`src/sv/idxl_pkg.sv`:
```
// Shared types, codes and helpers for the indexed ordered list.
`default_nettype none
package idxl_pkg;

  typedef enum logic [3:0] {
    OP_INS_FRONT  = 4'd0,
    OP_INS_BACK   = 4'd1,
    OP_REM_FRONT  = 4'd2,
    OP_REM_BACK   = 4'd3,
    OP_INS_AT     = 4'd4,
    OP_REM_AT     = 4'd5,
    OP_PEEK_AT    = 4'd6,
    OP_PEEK_FRONT = 4'd7,
    OP_PEEK_BACK  = 4'd8
  } opcode_t;

  typedef enum logic [1:0] {
    ST_OK    = 2'd0,
    ST_EMPTY = 2'd1,
    ST_FULL  = 2'd2,
    ST_RANGE = 2'd3
  } status_t;

  typedef struct packed {
    logic [3:0]  opcode;
    logic [6:0]  position;
    logic [31:0] payload;
  } in_item_t;

  typedef struct packed {
    logic [31:0] read_word;
    logic [1:0]  status;
    logic [6:0]  entry_count;
  } out_item_t;

  // Per-cycle command broadcast to every cell of the chain.
  typedef struct packed {
    logic adv;  // read-out pipeline advances
    logic ins;  // open a gap at the position and load the new word
    logic rem;  // close the gap at the position
    logic rd;   // capture the word at the position for read-out
  } cell_cmd_t;

  typedef struct packed {
    logic [1:0] status;
    logic [6:0] entry_count;
  } meta_t;

  // Levels of the radix-8 read-out tree for n leaves.
  function automatic int tree_levels(input int n);
    int lg;
    lg = $clog2(n);
    return (lg + 2) / 3;
  endfunction

endpackage
`default_nettype wire

```
`src/sv/idxl_cell.sv`:
```
// One list entry: holds a word, shifts with its neighbours and taps it out.
`default_nettype none
module idxl_cell #(
  parameter int IDX = 0,
  parameter int W   = 32,
  parameter int PW  = 7
) (
  input  wire                       clk,
  input  wire idxl_pkg::cell_cmd_t  cmd,
  input  wire  [PW-1:0]             pos,
  input  wire  [W-1:0]              pay_word,
  input  wire  [W-1:0]              left_word,
  input  wire  [W-1:0]              right_word,
  output logic [W-1:0]              word,
  output logic [W-1:0]              tap
);

  localparam logic [PW-1:0] IdxC = PW'(IDX);

  logic [W-1:0] word_r, word_nxt;
  logic [W-1:0] tap_r, tap_nxt;

  always_comb begin
    word_nxt = word_r;
    tap_nxt  = '0;
    if (cmd.ins) begin
      if (IdxC == pos) begin
        word_nxt = pay_word;
      end else if (IdxC > pos) begin
        word_nxt = left_word;
      end
    end else if (cmd.rem && (IdxC >= pos)) begin
      word_nxt = right_word;
    end
    // take the old word, before any shift of this cycle
    if (cmd.rd && (IdxC == pos)) begin
      tap_nxt = word_r;
    end
  end

  always_ff @(posedge clk) begin
    word_r <= word_nxt;
    if (cmd.adv) begin
      tap_r <= tap_nxt;
    end
  end

  assign word = word_r;
  assign tap  = tap_r;

endmodule
`default_nettype wire

```
`config.mk`:
```
export PLATFORM = sky130hd
export DESIGN_NAME = idxl_cell
export DESIGN_NICKNAME = d
export VERILOG_FILES = /design/src/sv/idxl_pkg.sv /design/src/sv/idxl_cell.sv
export SDC_FILE = /design/constraint.sdc
export NUM_CORES = 1
export LEC_CHECK = 0
export BUFFER_PORTS_ARGS = -buffer_cell sky130_fd_sc_hd__buf_4
export CAP_MARGIN = 40
export CORE_MARGIN = 2
export CORE_UTILIZATION = 47
export CTS_CLUSTER_SIZE = 40
export DETAILED_ROUTE_END_ITERATION = 12
export PLACE_DENSITY = 0.85
export SYNTH_ARGS = -nofsm -noshare
export SYNTH_HDL_FRONTEND = slang
export SYNTH_SLANG_ARGS = --single-unit
```
`constraint.sdc`:
```
create_clock -name clk -period 6.4 [get_ports clk]
set_input_delay 1.28 -clock clk [delete_from_list [all_inputs] [get_ports clk]]
set_output_delay 1.28 -clock clk [all_outputs]
set_load 0.005 [all_outputs]
```
# Yosys cells after proc, flatten, opt, wreduce, memory -nomap -nowiden
# Index checks and enable logic that the tools add are counted.
dict set report totals {
  ff_bits 64
  output_inout_bits 64
  wordCells 14
}
dict set report op_classes {
  n_lt_le_gt_ge 2
  n_eq_ne 1
  mux 4
  n_reduce_logical 5
}
# op n
set op_table {}
lappend op_table {{$mux 32} 4}
lappend op_table {{$ge 1x7->1 const A} 1}
lappend op_table {{$gt 1x7->1 const A} 1}
lappend op_table {{$logic_not 7->1} 1}
lappend op_table {{$ne 3x1->1 const B} 1}
lappend op_table {{$logic_and 1x1->1} 2}
lappend op_table {{$reduce_and 2->1} 1}
lappend op_table {{$reduce_bool 2->1} 1}

# Logic depth before layout (Yosys ltp)
# Gate-level depths: netlist (run 1).
dict set report depth {
  ltp_word 4
  depth_mapped 6
  depth_no_buf 3
}

# Worst setup path after synthesis (run 1)
# OpenSTA, ideal clock, no wires.
dict set report synth_path {
  path_kind {input to register}
  startpoint {in pos[4]}
  endpoint {reg word_r[0], in the netlist word[0], enable pin}
  setup_time_ns 0.391
  t_arrival_ns 3.097
  t_required_ns 6.009
  slack_ns 2.912
  stages 6
  n_path_buf 3
  cell_sequence {or4_1 buf_2 nor2_4 buf_6 buf_6 o21a_1}
}
dict set report synth_between {
  elab_chain_cells 4
}
# element line
set synth_rtl {}
lappend synth_rtl {{from (decl)} idxl_cell.sv:10} ;# input wire [PW-1:0] pos,
lappend synth_rtl {{$ge 1x7->1} idxl_cell.sv:32} ;# end else if (cmd.rem && (IdxC >= pos)) begin
lappend synth_rtl {{$logic_and 1x1->1} idxl_cell.sv:32}
lappend synth_rtl {{$reduce_bool 2->1 (no source line)} -}
lappend synth_rtl {{$reduce_and 2->1 (no source line) (*)} -}
lappend synth_rtl {{to (signal assigned)} idxl_cell.sv:42} ;# word_r <= word_nxt;
lappend synth_rtl {{to (decl)} idxl_cell.sv:20} ;# logic [W-1:0] word_r, word_nxt;
# Every way passes the cells marked *; elsewhere a longest branch is shown, timed or not.
# A chain may end at the register's enable or synchronous reset.

# Final worst setup path (run 1)
dict set report layout_path {
  startpoint {in pos[4]}
  endpoint {reg word_r[29], in the netlist word[29], enable pin}
}
# The elaborated chain is that of the path after synthesis.

==> key figures, run 1 <==
Place
  • Number of port buffers: 171
  • GPL Wtd Cong: 0.8503
  • Hpwl dp: 6417 um
  • Dpl ws: 2.055 ns

Yosys
  • Synth top area share: 63.79%
  • Synth Net Count: 365
  • Netlist Area Pre-Place: 0.003013 mm^2
  • Mapped Cells: 257
  • Top cell type by total area after synthesis: edfxtp_1
  • Syn_area_per_cell: 11.72 um^2
  • Synthesis-stage register bit count: 64
  • Register area share after synthesis: 63.79%
  • Synth cell types: 20
  • Area contributors post-synth: edfxtp_1 (64%), and3_1 (6.6%), a221o_1 (4.7%), a31oi_1 (3.7%), o21ai_0 (3.0%)
  • Syn. warnings: 0

Global routing
  • Largest net degree at the start of global routing: 66
  • First-pass GRT wire length: 13370 um
  • GR Overflow Total: 0
  • Vias in the first global route: 2645
  • Initial antenna violation count: 0
  • GR Util All Layers: 24.54%

Worst setup path
  • Worst Path Required: 6.44 ns
  • Reg-to-reg endpoint: tap[0]$_SDFFCE_PN0P_
  • Worst EP arrival: 4.07 ns
  • Crit-path slowest cell: or4_1
  • Worst reg-to-reg path cell count: 1
  • Crit path max fanout: 47
  • CP max stage delay: 0.82 ns
  • Worst setup startpoint: pos[4]
  • Critical Path End: word[29]$_DFFE_PP_
  • Crit path buf inv count: 2
  • CP Capture Type: register
  • Cell family with most CP delay: simple AND/OR/NAND/NOR gates
  • Worst r2r src: word[0]$_DFFE_PP_
  • Worst-path cell chain: buf_4 -> or4_1 -> nor2_4 -> o21a_1 -> buf_8
  • Setup CP Type: in2reg
  • Levels on crit path: 5
  • Type of origin of the critical path: primary input
  • Reg-to-reg setup timing slack: 5.52 ns

Floorplan
  • Core Area: 0.006277 mm^2
  • Die Area: 0.007067 mm^2
  • # IOs: 172
  • Cell Rows: 29
  • Die width: 84.07 um
  • Initial Utilization: 48.00%
  • Chip Height: 84.07 um

Power and ir drop
  • Peak supply drop: 119.2 uV
  • Net Switching: 0.1868 mW
  • Gate power share: 12.6%
  • Pint: 0.7060 mW
  • Clock Power Share: 34.6%
  • LEAKAGE: 2.006 nW
  • Power per cell area: 199.4 mW/mm^2
  • Part of the power in registers: 52.8%
  • Sw Share: 20.92%

CTS
  • Htree depth: 3
  • Clk root buf: clkbuf_8
  • Clk buf depth: 2
  • # Post-CTS Setup Buffers: 0
  • Hold-fix buffers at CTS: 0
  • Reg clk slew, reported paths: 0.07 ns
  • Clk Latency, worst-skew pair: 0.33 ns
  • CTS buffer count: 9
  • Clock sink total: 64
  • TritonCTS clock tree: done
  • CTS resizes: 0

STA
  • Hold_ws: 0.5831 ns
  • Setup violators final: 0
  • Max_slew headroom: 42.42%
  • Clk_skew: 0.005846 ns
  • TNS Setup: 0 ns
  • Final hold violations: 0
  • RSZ-0062 raised after global routing: false
  • Final worst slack: 2.366 ns
  • Final min period: 4.034 ns
  • Slew Viols, Final: 0
  • Worst slew pin tran: 0.8637 ns
  • Final Cycle Share: 63.03%
  • F_max: 247.9 MHz

Cells and area
  • Sequential cell area: 0.001922 mm^2
  • Ant diodes: 0
  • Commonest cells after routing, fill and taps aside: buf_4 (173), edfxtp_1 (64), and3_1 (32)
  • Commonest non-fill, non-tap cell in the layout: buf_4
  • Area Growth Syn to Fin: 48.59%
  • Layout cell share with drive strength beyond 1: 45.00%
  • Combined area of the multi-input logic cells: 965.9 um^2
  • Fillers: 457
  • Layout Nets: 524

Route
  • DR vias: 2748
  • DRT iter0 DRCs: 225
  • ANT nets after route: 0
  • Routed wire length per instance: 17.48 um
  • WL final: 8690 um
  • Residual DRC count: 0
  • Vias per cell: 5.529
  • Drt pass-1 iters: 4

Worst hold path
  • Hold Startpoint: word[22]$_DFFE_PP_
  • Worst Hold Class: reg2reg

Flow run
  • Max-cap viol count: 0

Status
  • Outcome: finished, final reports clean
routing by layer:
layer | part of all wire [%] | global-route usage [%] | vias up
li1 | - | - | 1301
met1 | 40 | 31.25 | 1270
met2 | 51 | 40.69 | 155
met3 | 7.0 | 5.638 | 22
met4 | 2.5 | 9.531 | 0
met5 | 0 | 0 | -
cell usage after synthesis:
master and n:
and2_1 14, o21ai_0 18, inv_1 1, nand2_1 14
a31oi_1 18, or4_1 1, nor2_4 1, clkbuf_1 18
nand3_1 17, buf_6 4, or3_1 1, buf_2 4
and3_1 32, edfxtp_1 64, nor2_1 18, o21a_1 1
a221o_1 14, a21oi_1 15, nor4_1 1, nor3_1 1
state kept, by name (all words and copies together) (netlist names):
name  flops
tap      32
word     32
worst min-delay path by stage:
stage                                  to  slack (ns)  cells past startpoint
floorplan            tap[0]$_SDFFCE_PN0P_        0.58                      1
global placement    tap[30]$_SDFFCE_PN0P_        0.58                      1
detailed placement  tap[22]$_SDFFCE_PN0P_        0.57                      1
CTS                 tap[22]$_SDFFCE_PN0P_        0.58                      1
global route        tap[22]$_SDFFCE_PN0P_        0.62                      1
finish              tap[22]$_SDFFCE_PN0P_        0.58                      1
power by group through the flow:
stage | Sequential [mW] | Combinational [mW] | Clock, mW
final | 0.471 | 0.113 | 0.309
after global routing | 0.472 | 0.122 | 0.331
after CTS | 0.471 | 0.112 | 0.313
after detailed placement | 0.480 | 0.111 | 0
after global placement | 0.480 | 0.109 | 0
after floorplan | 0.481 | 0.0370 | 0
cell families after synthesis:
logic type,Yosys count,synth area share (%)
and+or+nand+nor,100,17.57
AOI/OAI and AO/OA,66,14.12
DFF,64,63.79
buffers and inverters,27,4.526
final cells by class:
| class | count | area share (%) |
|---|---|---|
| repair buffers | 174 | 29.35 |
| well taps | 77 | 2.152 |
| clock buffers | 9 | 2.767 |
| flip-flops and latches | 64 | 42.93 |
| inverters | 1 | 0.08385 |
| clock inverters | 6 | 1.146 |
| multi-input cells | 166 | 21.58 |
metrics by stage:
| stage | instance area, um^2 | instances | power [mW] | utilization (%) |
|---|---|---|---|---|
| floorplan | 3013 | 257 | 0.5176 | - |
| global placement | 4287 | 481 | 0.5889 | 68.29 |
| detailed placement | 4302 | 482 | 0.5915 | 68.53 |
| CTS | 4477 | 497 | 0.8967 | 71.32 |
| global route | 4477 | 497 | 0.9245 | 71.32 |
| finish | 4477 | 497 | 0.8927 | 71.32 |
Note: power is estimated with default switching activity, not from simulation.
==> run 2, diff against run 1 <==
--- a/config.mk
+++ b/config.mk
@@ -8,10 +8,10 @@
 export BUFFER_PORTS_ARGS = -buffer_cell sky130_fd_sc_hd__buf_4
 export CAP_MARGIN = 40
 export CORE_MARGIN = 2
-export CORE_UTILIZATION = 47
+export CORE_UTILIZATION = 40
 export CTS_CLUSTER_SIZE = 40
 export DETAILED_ROUTE_END_ITERATION = 12
-export PLACE_DENSITY = 0.85
+export PLACE_DENSITY = 0.77
 export SYNTH_ARGS = -nofsm -noshare
 export SYNTH_HDL_FRONTEND = slang
 export SYNTH_SLANG_ARGS = --single-unit
==> constraint.sdc (replaced) <==
create_clock -name clk -period 3.55 [get_ports clk]
set_input_delay 0.71 -clock clk [delete_from_list [all_inputs] [get_ports clk]]
set_output_delay 0.71 -clock clk [all_outputs]
set_load 0.005 [all_outputs]
==> run 2 against run 1 <==
  * Sequential power up 80%
  * Utilization down 9.0 points
  * Critical path depth unchanged
  * Sequential share of layout area down 0.66 points
  * Combinational power up 75%
  * Die area up 17%
  * Hold slack better by 0.0076 ns
  * Clock-buffer cell count up 2
  * Clock skew up 0.0026 ns
  * Clock power up 110%
  * Final area up 1.6%
  * Highest routed layer unchanged
==> key figures, run 2 (same netlist as run 1, synthesis figures left out) <==
Status
  • Outcome: finished, final reports clean

Floorplan
  • Die Area: 0.008243 mm^2 (+17%)
  • # IOs: 172 (unchanged)
  • Die width: 90.79 um (+8.0%)
  • Initial Utilization: 41.32% (-6.7 points)
  • Cell Rows: 31 (+6.9%)
  • Chip Height: 90.79 um (+8.0%)
  • Core Area: 0.007292 mm^2 (+16%)

Worst setup path
  • Crit-path slowest cell: or4_1
  • Worst EP arrival: 2.48 ns (-1.59 ns)
  • Type of origin of the critical path: primary input
  • Reg-to-reg setup timing slack: 2.66 ns (-2.86 ns)
  • Cell family with most CP delay: simple AND/OR/NAND/NOR gates
  • CP max stage delay: 0.81 ns (about the same)
  • Worst r2r src: word[9]$_DFFE_PP_
  • Cell mode on critical path: buf_4
  • Worst reg-to-reg path cell count: 1 (unchanged)
  • CP Capture Type: register
  • Crit path max fanout: 28 (-40%)
  • Reg-to-reg endpoint: tap[9]$_SDFFCE_PN0P_
  • Setup CP Type: in2reg
  • Worst Path Required: 3.54 ns (-2.90 ns)
  • Crit path buf inv count: 2 (unchanged)
  • Worst-path cell chain: buf_4 -> or4_1 -> nor2_4 -> o21a_1 -> buf_4

STA
  • RSZ-0062 raised after global routing: false
  • Slew Viols, Final: 0 (unchanged)
  • Final min period: 2.492 ns
  • Final hold violations: 0 (unchanged)
  • Setup violators final: 0 (unchanged)
  • Max_slew headroom: 62.11% (+20 points)
  • Final Cycle Share: 70.21%
  • F_max: 401.2 MHz
  • Clk_skew: 0.008411 ns (+0.002565 ns)
  • TNS Setup: 0 ns (unchanged)
  • Worst slew pin tran: 0.5684 ns (-0.2953 ns)

CTS
  • CTS resizes: 0 (unchanged)
  • TritonCTS clock tree: done
  • Clock sink total: 64 (unchanged)
  • Clk buf depth: 2 (unchanged)
  • CTS buffer count: 9 (unchanged)
  • # Post-CTS Setup Buffers: 0 (unchanged)
  • Clk root buf: clkbuf_8
  • Clk Latency, worst-skew pair: 0.33 ns (about the same)
  • Reg clk slew, reported paths: 0.06 ns (about the same)
  • Hold-fix buffers at CTS: 0 (unchanged)
  • Htree depth: 3 (unchanged)

Cells and area
  • Combined area of the multi-input logic cells: 965.9 um^2 (unchanged)
  • Commonest cells after routing, fill and taps aside: buf_4 (177), edfxtp_1 (64), and3_1 (32)
  • Commonest non-fill, non-tap cell in the layout: buf_4
  • Post-Layout Cell Count: 523 (+5.2%)
  • Layout Nets: 527 (+0.57%)
  • Fillers: 608 (+33%)
  • Ant diodes: 0 (unchanged)
  • Layout cell share with drive strength beyond 1: 45.05% (+0.047 points)
  • Area Growth Syn to Fin: 50.91%
  • Sequential cell area: 0.001922 mm^2 (unchanged)
  • Post-Layout Inst Area: 0.004547 mm^2 (+1.6%)

Global routing
  • Largest net degree at the start of global routing: 66 (unchanged)
  • Initial antenna violation count: 0 (unchanged)
  • Vias in the first global route: 2565 (-3.0%)
  • First-pass GRT wire length: 12850 um (-3.9%)
  • GR Overflow Total: 0 (unchanged)
  • GR Util All Layers: 19.95% (-4.6 points)

Place
  • Placed inst area: 0.004344 mm^2 (+0.99%)
  • Placed Instances: 507 (+5.2%)
  • Hpwl dp: 6368 um (-0.76%)
  • GPL Wtd Cong: 0.8430 (-0.86%)
  • Number of port buffers: 171 (unchanged)

Route
  • Vias per cell: 5.132 (-7.2%)
  • Routed wire length per instance: 15.95 um (-8.8%)
  • ANT nets after route: 0 (unchanged)
  • DR vias: 2684 (-2.3%)
  • WL final: 8341 um (-4.0%)
  • Residual DRC count: 0 (unchanged)
  • Met3 WL: 450 um (-26%)
  • Drt pass-1 iters: 4 (unchanged)
  • M1 wire length: 3473 um (+0.90%)
  • DRT iter0 DRCs: 125 (-44%)
  • Met2 routed WL: 4149 um (-6.1%)
  • Top layer in use: met4

Worst hold path
  • Hold path depth: 1 (unchanged)
  • Worst Hold Class: reg2reg
  • Hold path endpoint: tap[29]$_SDFFCE_PN0P_
  • Hold Startpoint: word[29]$_DFFE_PP_

Power and ir drop
  • LEAKAGE: 2.029 nW (+1.1%)
  • Peak supply drop: 200.7 uV (+68%)
  • Power per cell area: 370.7 mW/mm^2 (+86%)

Flow run
  • Max-cap viol count: 0 (unchanged)
## run 2: per-stage QoR
stage	setup slack, ns	util, %	hold slack (ns)	power, mW
6_report	1.058	62.35	0.5907	1.685
3_3_place_gp	0.7910	59.47	0.5689	1.060
2_1_floorplan	0.6318	-	0.5803	0.9332
5_1_grt	0.9536	62.35	0.6101	1.750
4_1_cts	1.067	62.35	0.5851	1.697
3_5_place_dp	0.7176	59.57	0.5684	1.064
## run 2: how the worst max path moves through the flow
stage | start | to | depth (start not counted) | slack, ns
floorplan | pos[4] | word[0]$_DFFE_PP_ | 6 | 0.63
global placement | pos[4] | word[25]$_DFFE_PP_ | 5 | 0.79
detailed placement | pos[4] | word[12]$_DFFE_PP_ | 5 | 0.72
CTS | pos[4] | word[5]$_DFFE_PP_ | 5 | 1.07
global route | pos[4] | word[24]$_DFFE_PP_ | 5 | 0.95
finish | pos[4] | word[31]$_DFFE_PP_ | 5 | 1.06
## run 2: per-layer routing
layer | vias to the layer above | global-route usage, %
met2 | 124 | 32.09
met3 | 24 | 3.255
met4 | 0 | 10.73
met1 | 1231 | 25.92
met5 | - | 0
li1 | 1305 | -
## run 2: power by group
group          switching [mW]  internal [mW]  total (mW)
Clock                   0.249          0.389       0.638
Sequential            0.00406          0.845       0.849
Combinational          0.0802          0.118       0.198
Total                   0.333           1.35        1.69
## run 2: final cells by class
cell class,instances,share of cell area [%]
Clock buffer,11,2.889
Sequential cell,64,42.27
Clock inverter,5,1.569
Tap cell,99,2.724
Multi-Input combinational cell,166,21.24
Timing Repair Buffer,177,29.22
Inverter,1,0.08255
